--- src/rtl/tcf_pkg.sv ---
// Shared types, telnet codes and defaults for the telnet command filter
package tcf_pkg;

    localparam logic [7:0] CODE_IAC  = 8'd255;
    localparam logic [7:0] CODE_DONT = 8'd254;
    localparam logic [7:0] CODE_DO   = 8'd253;
    localparam logic [7:0] CODE_WONT = 8'd252;
    localparam logic [7:0] CODE_WILL = 8'd251;
    localparam logic [7:0] CODE_SB   = 8'd250;
    localparam logic [7:0] CODE_SE   = 8'd240;
    localparam logic [7:0] OPT_ECHO  = 8'd1;
    localparam logic [7:0] OPT_SGA   = 8'd3;

    localparam logic DEST_APP  = 1'b0;
    localparam logic DEST_PEER = 1'b1;

    localparam int TCF_QUEUE_DEPTH = 4;

    typedef struct packed {
        logic       is_reply;
        logic [7:0] verb;
        logic [7:0] value;
    } tcf_job_t;

endpackage

--- src/rtl/tcf_front.sv ---
// Receive parser: classifies incoming bytes and posts data and reply jobs
module tcf_front (
    input  logic               clk,
    input  logic               rst_n,
    input  logic               in_valid,
    output logic               in_stall,
    input  logic [7:0]         byte_in,
    input  logic               cfg_wr_en,
    input  logic               cfg_wr_data,
    input  logic               job_full,
    output logic               job_push,
    output tcf_pkg::tcf_job_t  job
);
    import tcf_pkg::*;

    localparam logic [2:0] PS_DATA   = 3'd0;
    localparam logic [2:0] PS_IAC    = 3'd1;
    localparam logic [2:0] PS_OPT    = 3'd2;
    localparam logic [2:0] PS_SUB    = 3'd3;
    localparam logic [2:0] PS_SUBIAC = 3'd4;

    logic [2:0] parse_state_reg;
    logic [2:0] parse_state_next;
    logic [7:0] pending_verb_reg;
    logic [7:0] pending_verb_next;
    logic       reply_enable_reg;
    logic       accept;
    logic       found;

    assign in_stall = job_full;
    assign accept   = in_valid && !job_full;
    assign job_push = accept && found;

    always_comb
    begin
        parse_state_next  = parse_state_reg;
        pending_verb_next = pending_verb_reg;
        found             = 1'b0;
        job.is_reply      = 1'b0;
        job.verb          = CODE_WONT;
        job.value         = byte_in;
        case (parse_state_reg)
            PS_DATA:
            begin
                if (byte_in == CODE_IAC)
                begin
                    parse_state_next = PS_IAC;
                end
                else
                begin
                    found = 1'b1;
                end
            end
            PS_IAC:
            begin
                if (byte_in == CODE_IAC)
                begin
                    found            = 1'b1;
                    parse_state_next = PS_DATA;
                end
                else if (byte_in == CODE_WILL || byte_in == CODE_WONT ||
                         byte_in == CODE_DO || byte_in == CODE_DONT)
                begin
                    pending_verb_next = byte_in;
                    parse_state_next  = PS_OPT;
                end
                else if (byte_in == CODE_SB)
                begin
                    parse_state_next = PS_SUB;
                end
                else
                begin
                    parse_state_next = PS_DATA;
                end
            end
            PS_OPT:
            begin
                job.is_reply = 1'b1;
                if (pending_verb_reg == CODE_DO)
                begin
                    found    = reply_enable_reg;
                    job.verb = (byte_in == OPT_ECHO || byte_in == OPT_SGA) ? CODE_WILL
                                                                           : CODE_WONT;
                end
                else if (pending_verb_reg == CODE_WILL)
                begin
                    found    = reply_enable_reg;
                    job.verb = (byte_in == OPT_SGA) ? CODE_DO : CODE_DONT;
                end
                parse_state_next = PS_DATA;
            end
            PS_SUB:
            begin
                if (byte_in == CODE_IAC)
                begin
                    parse_state_next = PS_SUBIAC;
                end
            end
            PS_SUBIAC:
            begin
                parse_state_next = (byte_in == CODE_SE) ? PS_DATA : PS_SUB;
            end
            default:
            begin
                parse_state_next = PS_DATA;
            end
        endcase
    end

    always_ff @(posedge clk or negedge rst_n)
    begin
        if (!rst_n)
        begin
            parse_state_reg  <= PS_DATA;
            pending_verb_reg <= 8'd0;
            reply_enable_reg <= 1'b1;
        end
        else
        begin
            if (accept)
            begin
                parse_state_reg  <= parse_state_next;
                pending_verb_reg <= pending_verb_next;
            end
            if (cfg_wr_en)
            begin
                reply_enable_reg <= cfg_wr_data;
            end
        end
    end

endmodule

--- src/rtl/tcf_queue.sv ---
// Job queue between the parser and the beat emitter
module tcf_queue #(
    parameter int DEPTH = tcf_pkg::TCF_QUEUE_DEPTH
) (
    input  logic               clk,
    input  logic               rst_n,
    input  logic               push,
    input  tcf_pkg::tcf_job_t  push_job,
    output logic               full,
    input  logic               pop,
    output logic               head_valid,
    output tcf_pkg::tcf_job_t  head_job
);
    import tcf_pkg::*;

    localparam int PTR_W = (DEPTH > 1) ? $clog2(DEPTH) : 1;
    localparam int CNT_W = $clog2(DEPTH + 1);
    localparam logic [PTR_W-1:0] LAST_PTR = PTR_W'(DEPTH - 1);
    localparam logic [CNT_W-1:0] FULL_CNT = CNT_W'(DEPTH);

    tcf_job_t          slots_reg [DEPTH];
    logic [PTR_W-1:0]  wr_ptr_reg;
    logic [PTR_W-1:0]  rd_ptr_reg;
    logic [CNT_W-1:0]  count_reg;
    logic [CNT_W-1:0]  count_next;

    assign full       = (count_reg == FULL_CNT);
    assign head_valid = (count_reg != '0);
    assign head_job   = slots_reg[rd_ptr_reg];

    always_comb
    begin
        count_next = count_reg;
        if (push && !pop)
        begin
            count_next = count_reg + CNT_W'(1);
        end
        else if (pop && !push)
        begin
            count_next = count_reg - CNT_W'(1);
        end
    end

    always_ff @(posedge clk)
    begin
        if (push)
        begin
            slots_reg[wr_ptr_reg] <= push_job;
        end
    end

    always_ff @(posedge clk or negedge rst_n)
    begin
        if (!rst_n)
        begin
            wr_ptr_reg <= '0;
            rd_ptr_reg <= '0;
            count_reg  <= '0;
        end
        else
        begin
            count_reg <= count_next;
            if (push)
            begin
                wr_ptr_reg <= (wr_ptr_reg == LAST_PTR) ? '0 : wr_ptr_reg + PTR_W'(1);
            end
            if (pop)
            begin
                rd_ptr_reg <= (rd_ptr_reg == LAST_PTR) ? '0 : rd_ptr_reg + PTR_W'(1);
            end
        end
    end

endmodule

--- src/rtl/tcf_back.sv ---
// Beat emitter: turns queued jobs into output beats through an output register
module tcf_back (
    input  logic               clk,
    input  logic               rst_n,
    input  logic               head_valid,
    input  tcf_pkg::tcf_job_t  head_job,
    output logic               pop,
    output logic               out_valid,
    input  logic               out_stall,
    output logic               destination,
    output logic [7:0]         byte_out,
    output logic               last_of_run
);
    import tcf_pkg::*;

    localparam logic [1:0] BEAT_IAC  = 2'd0;
    localparam logic [1:0] BEAT_VERB = 2'd1;
    localparam logic [1:0] BEAT_OPT  = 2'd2;

    logic       out_valid_reg;
    logic       destination_reg;
    logic [7:0] byte_out_reg;
    logic       last_reg;
    logic [1:0] beat_reg;
    logic       load_ok;
    logic       load;
    logic       beat_dest;
    logic [7:0] beat_byte;
    logic       beat_last;

    assign load_ok = !out_valid_reg || !out_stall;
    assign load    = load_ok && head_valid;
    assign pop     = load && beat_last;

    always_comb
    begin
        beat_dest = DEST_APP;
        beat_byte = head_job.value;
        beat_last = 1'b1;
        if (head_job.is_reply)
        begin
            beat_dest = DEST_PEER;
            case (beat_reg)
                BEAT_IAC:
                begin
                    beat_byte = CODE_IAC;
                    beat_last = 1'b0;
                end
                BEAT_VERB:
                begin
                    beat_byte = head_job.verb;
                    beat_last = 1'b0;
                end
                BEAT_OPT:
                begin
                    beat_byte = head_job.value;
                end
                default:
                begin
                    beat_byte = head_job.value;
                end
            endcase
        end
    end

    always_ff @(posedge clk)
    begin
        if (load)
        begin
            destination_reg <= beat_dest;
            byte_out_reg    <= beat_byte;
            last_reg        <= beat_last;
        end
    end

    always_ff @(posedge clk or negedge rst_n)
    begin
        if (!rst_n)
        begin
            out_valid_reg <= 1'b0;
            beat_reg      <= BEAT_IAC;
        end
        else
        begin
            if (load_ok)
            begin
                out_valid_reg <= head_valid;
            end
            if (load)
            begin
                beat_reg <= beat_last ? BEAT_IAC : beat_reg + 2'd1;
            end
        end
    end

    assign out_valid   = out_valid_reg;
    assign destination = destination_reg;
    assign byte_out    = byte_out_reg;
    assign last_of_run = last_reg;

endmodule

--- src/rtl/telnet_command_filter.sv ---
// Telnet receive filter top level: parser, job queue and beat emitter
//
// Input channel: one received byte per beat on byte_in (in_valid / in_stall).
// Output channel: result beats on destination, byte_out, last_of_run
// (out_valid / out_stall). destination 0 is a data byte for the application,
// 1 a reply byte for the peer; last_of_run marks the final beat of an input.
// reply_enable is set via cfg_wr_en / cfg_wr_data; the user must do so only
// while idle, which the block does not enforce. A result beat passes through
// the job queue and then the output register of the emitter.
// Throughput: one input byte per cycle while in_stall is low; a data job
// takes one output beat and a negotiation reply three (IAC, verb, option),
// all through the single output register of the emitter. The job queue
// (QUEUE_DEPTH entries) absorbs jobs; in_stall rises only while it is full.
// Reset clears the parser to the data state, sets reply_enable to 1 and
// empties the queue and the output register.
// While out_stall is high the output beat holds, the queue fills, and then
// the input side stalls.
module telnet_command_filter #(
    parameter int QUEUE_DEPTH = tcf_pkg::TCF_QUEUE_DEPTH
) (
    input  logic       clk,
    input  logic       rst_n,
    input  logic       in_valid,
    output logic       in_stall,
    input  logic [7:0] byte_in,
    input  logic       cfg_wr_en,
    input  logic       cfg_wr_data,
    output logic       out_valid,
    input  logic       out_stall,
    output logic       destination,
    output logic [7:0] byte_out,
    output logic       last_of_run
);
    import tcf_pkg::*;

    tcf_job_t push_job;
    tcf_job_t head_job;
    logic     job_push;
    logic     job_full;
    logic     head_valid;
    logic     job_pop;

    tcf_front u_front (
        .clk         (clk),
        .rst_n       (rst_n),
        .in_valid    (in_valid),
        .in_stall    (in_stall),
        .byte_in     (byte_in),
        .cfg_wr_en   (cfg_wr_en),
        .cfg_wr_data (cfg_wr_data),
        .job_full    (job_full),
        .job_push    (job_push),
        .job         (push_job)
    );

    tcf_queue #(
        .DEPTH (QUEUE_DEPTH)
    ) u_queue (
        .clk        (clk),
        .rst_n      (rst_n),
        .push       (job_push),
        .push_job   (push_job),
        .full       (job_full),
        .pop        (job_pop),
        .head_valid (head_valid),
        .head_job   (head_job)
    );

    tcf_back u_back (
        .clk         (clk),
        .rst_n       (rst_n),
        .head_valid  (head_valid),
        .head_job    (head_job),
        .pop         (job_pop),
        .out_valid   (out_valid),
        .out_stall   (out_stall),
        .destination (destination),
        .byte_out    (byte_out),
        .last_of_run (last_of_run)
    );

endmodule

--- config.mk ---
export PLATFORM = sky130hd
export DESIGN_NAME = telnet_command_filter
export DESIGN_NICKNAME = d
export VERILOG_FILES = /design/src/rtl/tcf_pkg.sv /design/src/rtl/tcf_front.sv /design/src/rtl/tcf_queue.sv /design/src/rtl/tcf_back.sv /design/src/rtl/telnet_command_filter.sv
export SDC_FILE = /design/constraint.sdc
export NUM_CORES = 1
export LEC_CHECK = 0
export BUFFER_PORTS_ARGS = -buffer_cell sky130_fd_sc_hd__buf_2
export CORE_ASPECT_RATIO = 1.1
export CORE_MARGIN = 3
export CORE_UTILIZATION = 59
export DETAILED_ROUTE_END_ITERATION = 12
export PLACE_DENSITY = 0.82
export SYNTH_ARGS = -nofsm -noshare
export SYNTH_HDL_FRONTEND = slang
export SYNTH_SLANG_ARGS = --single-unit
--- constraint.sdc ---
create_clock -name clk -period 3.25 [get_ports clk]
set_input_delay 0.8125 -clock clk [delete_from_list [all_inputs] [get_ports clk]]
set_output_delay 0.8125 -clock clk [all_outputs]
set_load 0.02 [all_outputs]
# After elaboration in Yosys (flattened, before gate mapping)
# Memory sizes are Yosys's and may differ from the RTL's.
# Index checks and enable logic that the tools add are counted.
# word_totals
in_bits,14
reg_bits,32
mem_count,1
ramBits,68
word_cells,91
output_inout_bits,12
# memory_table
memory,words,width,read_ports,rd_clocked_by_memory_dff,write_ports,line_no,text
u_queue.slots_reg,4,17,1,0,1,tcf_queue.sv:21,tcf_job_t slots_reg [DEPTH];
# op_classes
n_mux,29
add_sub_neg,5
reduce_logical,23
bitwise,1
n_eq_ne,21
# ops
op,n
$eq 8x8->1 const B,9
$mux 8,3
$mux 3,7
$pmux 8 s2,1
$mux 2,6
$pmux 3 s4,1
$mux 1,9
$mux 9,1
$eq 8x1->1 const B,1
$eq 8x2->1 const B,1
$add 2x1->2 const B,3
$eq 3x2->1 const B,2
$eq 3x3->1 const B,2
$logic_and 1x1->1,6
$logic_not 1->1,5
$logic_or 1x1->1,5
$eq 2x2->1 const B,2
$ne 2x1->1 const B,2
$reduce_and 4->1,1
$add 3x1->3 const B,1
$eq 3x1->1 const B,1
$logic_not 3->1,1
$pmux 1 s3,1
$reduce_and 3->1,1
other kinds (7),7

# Logic depth before layout (Yosys ltp)
# depth
word_depth,9
ltp_mapped,12
mapped_depth_nobuf,12

# Cells and area by module
# From an unflattened synthesis, not the netlist that was laid out.
# unflattened
hier_cells,278
hier_area_um2,4401.7
# by_module_without_submodules
mod,seq_area_each_um2,area_each_um2,instances,cells_per_inst
tcf_queue,2217.1,2912.8,1,126
tcf_front,301.5,884.6,1,98
tcf_back,375.4,604.3,1,54

# Worst setup path before layout
# No wires, ideal clock.
# synth_path
path_type,input to register
from,input byte_in[6]
to,"memory u_queue.slots_reg[3][0] in the netlist's numbering, enable pin"
n_path_buf,1
setup_ns,0.399
t_required_ns,2.851
stages,5
setup_slack_ns,0.347
arrival_ns,2.504
cell_sequence,and4_1 clkbuf_1 a21boi_0 a211oi_2 nor3b_1
# synth_between
elab_chain_len,6
word_cells_on_any_way,7
classes_between,eq/ne (1); mux (5); reduce/logical (1)
# synth_rtl
item,line_no,text
from (decl),telnet_command_filter.sv:25,"input logic [7:0] byte_in,"
$eq 8x8->1 *,"tcf_front.sv:45, tcf_front.sv:56",
$mux 1 (on tied branches),"tcf_front.sv:56, tcf_front.sv:45",
$pmux 1 s3 *,tcf_front.sv:42,case (parse_state_reg)
$logic_and 1x1->1 *,tcf_front.sv:32,assign job_push = accept && found;
$mux 1 *,tcf_queue.sv:46,if (push)
$mux 1 (not written as such) *,tcf_queue.sv:48,slots_reg[wr_ptr_reg] <= push_job;
to (decl),tcf_queue.sv:21,
# Every way passes the cells marked *; elsewhere a longest branch is shown, timed or not.

# Worst setup path after layout
# layout_path
from,register u_front.parse_state_reg[1]
to,register u_queue.count_reg[2]
# layout_between
elab_chain_len,6
word_cells_on_any_way,10
classes_between,eq/ne (2); mux (2); reduce/logical (6)
# layout_rtl
item,line_no,text
from (decl),tcf_front.sv:22,logic [2:0] parse_state_reg;
from (signal assigned),tcf_front.sv:122,parse_state_reg <= parse_state_next;
$eq 3x2->1 (tied with other cells),tcf_front.sv:42,
$pmux 1 s3 *,tcf_front.sv:42,
$logic_and 1x1->1 *,tcf_front.sv:32,
via job_push,telnet_command_filter.sv:38,logic job_push;
$logic_not 1->1,tcf_queue.sv:38,else if (pop && !push)
$logic_and 1x1->1,tcf_queue.sv:38,
$reduce_bool 2->1 (no line),--,
to (signal assigned),tcf_queue.sv:62,count_reg <= count_next;
to (decl),tcf_queue.sv:24,logic [CNT_W-1:0] count_reg;
# The timed path passes the listed nets; every way through them passes the cells marked *.
# A chain may end at the register's enable or synchronous reset.

==> flow_summary.json <==
{
  "outcome": "completed",
  "clockBufferDepth": 2,
  "cts_root_buf": "clkbuf_8",
  "rsz0062_at_grt": "no",
  "yosysWarnings": 0,
  "final_nets": 281,
  "drv_slew": 0,
  "vias": 1914,
  "fin_util_pct": 70.4,
  "path_clk_slew_ns": 0.08,
  "powerDensity_mw_per_mm2": 834,
  "wl_um": 5990,
  "initial_core_util_pct": 62.3,
  "slew_headroom_pct": 63.9,
  "n_antenna_cell": 0,
  "drv_cap": 0,
  "hold_buffers": 0,
  "grt_max_degree": 23,
  "grt_pass1_vias": 2030,
  "crit_arrival_ns": 2.92,
  "synthesis.nets": 244,
  "synth.distinct_cells": 48,
  "ant_nets": 0,
  "synth_flop_cell": "edfxtp_1",
  "io_pins": 26,
  "setup-tns-final_ns": 0,
  "drtPass1Iterations": 4,
  "fin_crit_ns": 2.64,
  "yosysSeqAreaShare_pct": 66.5,
  "die_x_um": 78.9,
  "dp_hpwl_um": 4090,
  "power_leakage_nw": 1.51,
  "die_h_um": 86.2,
  "core_sq_mm": 0.00554,
  "cp_cell_sequence": "nor3b_1 > buf_4 > and4_1 > a211oi_2 > nor2_1 > ha_1 > inv_1 > fa_1 > xor2_1 > nor2_1 > xor2_1",
  "cts_buffers": 9,
  "postCtsSetupBuffers": 0,
  "end_kind": "flip-flop",
  "ir_drop_mv": 0.434,
  "drtIter0Drc": 135,
  "die_area_sq_mm": 0.00680,
  "finalClockSkew_ns": 0.00617,
  "netlist_area_sq_mm": 0.00345,
  "critPathTopFamily": "simple AND/OR/NAND/NOR gates",
  "crit_fanout": 8,
  "avgSynthCellArea_sq_um": 15.6,
  "grt_pass1_wl_um": 10300,
  "grt.total_usage_pct": 20.9,
  "critPathLaunchType": "flip-flop",
  "vias_per_cell": 5.66,
  "crit_required_ns": 3.52,
  "htreeDepth": 3,
  "wire_per_inst_um": 17.7,
  "async_reset_ff_share_pct": 27.5,
  "place_congestion": 0.853,
  "syn_inst": 221,
  "setup_violations": 0,
  "syn_to_final_growth_pct": 12.9,
  "clkSinkCount": 80,
  "cts_tree": "yes",
  "slowest_stage": "dfrtp_1",
  "drive_gt1_share_pct": 31.2,
  "fin_crit_sh_pct": 81.3,
  "largest_reg_flops": 48,
  "cts_resized": 0,
  "crit_buf_inv": 2,
  "port_buffers": 25,
  "max_freq_ghz": 0.378,
  "row_count": 28,
  "worstSetupPathType": "flip-flop to flip-flop",
  "hold_viol": 0,
  "drc": 0,
  "synth-edff-count": 58,
  "worst_pin_slew_ns": 0.541,
  "worstSkewPairLatency_ns": 0.35,
  "gr-total-overflow": 0,
  "antenna_found_initial": 0,
  "min_path_type": "input pin to asynchronous set/reset pin",
  "cpPeakStageDelay_ns": 0.47,
  "synth-seq-cells": 80
}
-- worst reg2reg max path, cell delays in order (launching register included) --
cell and delay, ns:
dfrtp_1 0.47, nor3b_1 0.25, buf_4 0.19, and4_1 0.32
a211oi_2 0.12, nor2_1 0.13, ha_1 0.20, inv_1 0.06
fa_1 0.38, xor2_1 0.15, nor2_1 0.13, xor2_1 0.16
-- power by group --
part	leakage (nW)	internal [mW]	total, mW	switching (mW)
clock network	0.101	0.394	0.732	0.338
registers	0.813	1.39	1.48	0.0909
logic	0.592	0.468	1.04	0.568
total	1.51	2.25	3.25	0.997
-- layout make-up --
type | count | area [sq um]
clock buffers | 11 | 151
clock inverters | 5 | 55.1
fillers | 391 | 1640
inverters | 9 | 35.0
multi-input cells | 124 | 1080
flip-flops and latches | 80 | 2290
well taps | 75 | 93.8
repair buffers | 34 | 193
-- synth_stat cells (3+ instances only) --
cell       n  area, sq um
edfxtp_1  58         1740
dfrtp_1   21          526
nand2_1   13         48.8
mux4_2    12          270
ha_1       8          100
inv_1      8         30.0
nor2_1     8         30.0
nand3_1    7         35.0
nor3b_1    7         52.6
o21ai_0    7         35.0
mux2_2     5         56.3
or2_1      5         31.3
or2_2      5         31.3
a21oi_1    4         20.0
and4_1     4         35.0
a21boi_0   3         22.5
and3_1     3         18.8
buf_2      3         15.0
o32ai_1    3         26.3
-- cell families after synthesis --
group	synth area share [%]
flip-flops	66.5
AND/OR/NAND/NOR	11.2
AO/OA/AOI/OAI	5.40
multiplexers	10.3
buffers and inverters	2.36
adder cells (fa/ha/maj)	3.48
XOR/XNOR	0.762
-- layout by cell type (no fill, tap or decap), types with 5 or more instances in the layout --
master    netlist  final
buf_2           3     25
buf_4           1      9
nand3_1         7      7
clkbuf_8        0     11
nor3b_1         7      7
o21ai_0         7      7
edfxtp_1       58     58
nor2_1          8      8
dfrtp_1        21     21
or2_1           5      5
mux2_2          5      5
ha_1            8      8
or2_2           5      5
mux4_2         12     12
inv_1           8      8
nand2_1        13     13
-- stage by stage --
stage / setup slack [ns] / hold WS [ns] / total power, mW / instances / area (sq um)
floorplan: 0.347 / 0.431 / 2.26 / 221 / 3450
global placement: 0.401 / 0.445 / 2.49 / 322 / 3690
detailed placement: 0.282 / 0.449 / 2.55 / 322 / 3690
CTS: 0.594 / 0.445 / 3.29 / 338 / 3900
global route: 0.399 / 0.449 / 3.46 / 338 / 3900
finish: 0.607 / 0.439 / 3.25 / 338 / 3900
-- final timing paths --
check                                            start                          end  slack, ns  cells after the start
min in group clk           u_front.pending_verb_reg[4]  u_front.pending_verb_reg[4]       0.47                      1
max                         u_front.parse_state_reg[1]         u_queue.count_reg[2]       0.61                     11
min                                              rst_n           u_back.beat_reg[1]       0.44                      1
max reg2reg                 u_front.parse_state_reg[1]         u_queue.count_reg[2]       0.61                     11
min reg2reg                u_front.pending_verb_reg[4]  u_front.pending_verb_reg[4]       0.47                      1
max in group asynchronous                        rst_n     u_front.reply_enable_reg       2.43                      1
-- routing by layer --
metal	share of wire (%)	track usage, %	vias to the layer above	routed length, um
met5	0	0	-	0
met3	4.8	3.43	10	290
met4	2.0	10.5	0	120
met2	52	36.1	52	3140
li1	-	-	913	-
met1	41	25.9	939	2440
Power figures use the tool's default switching activity.
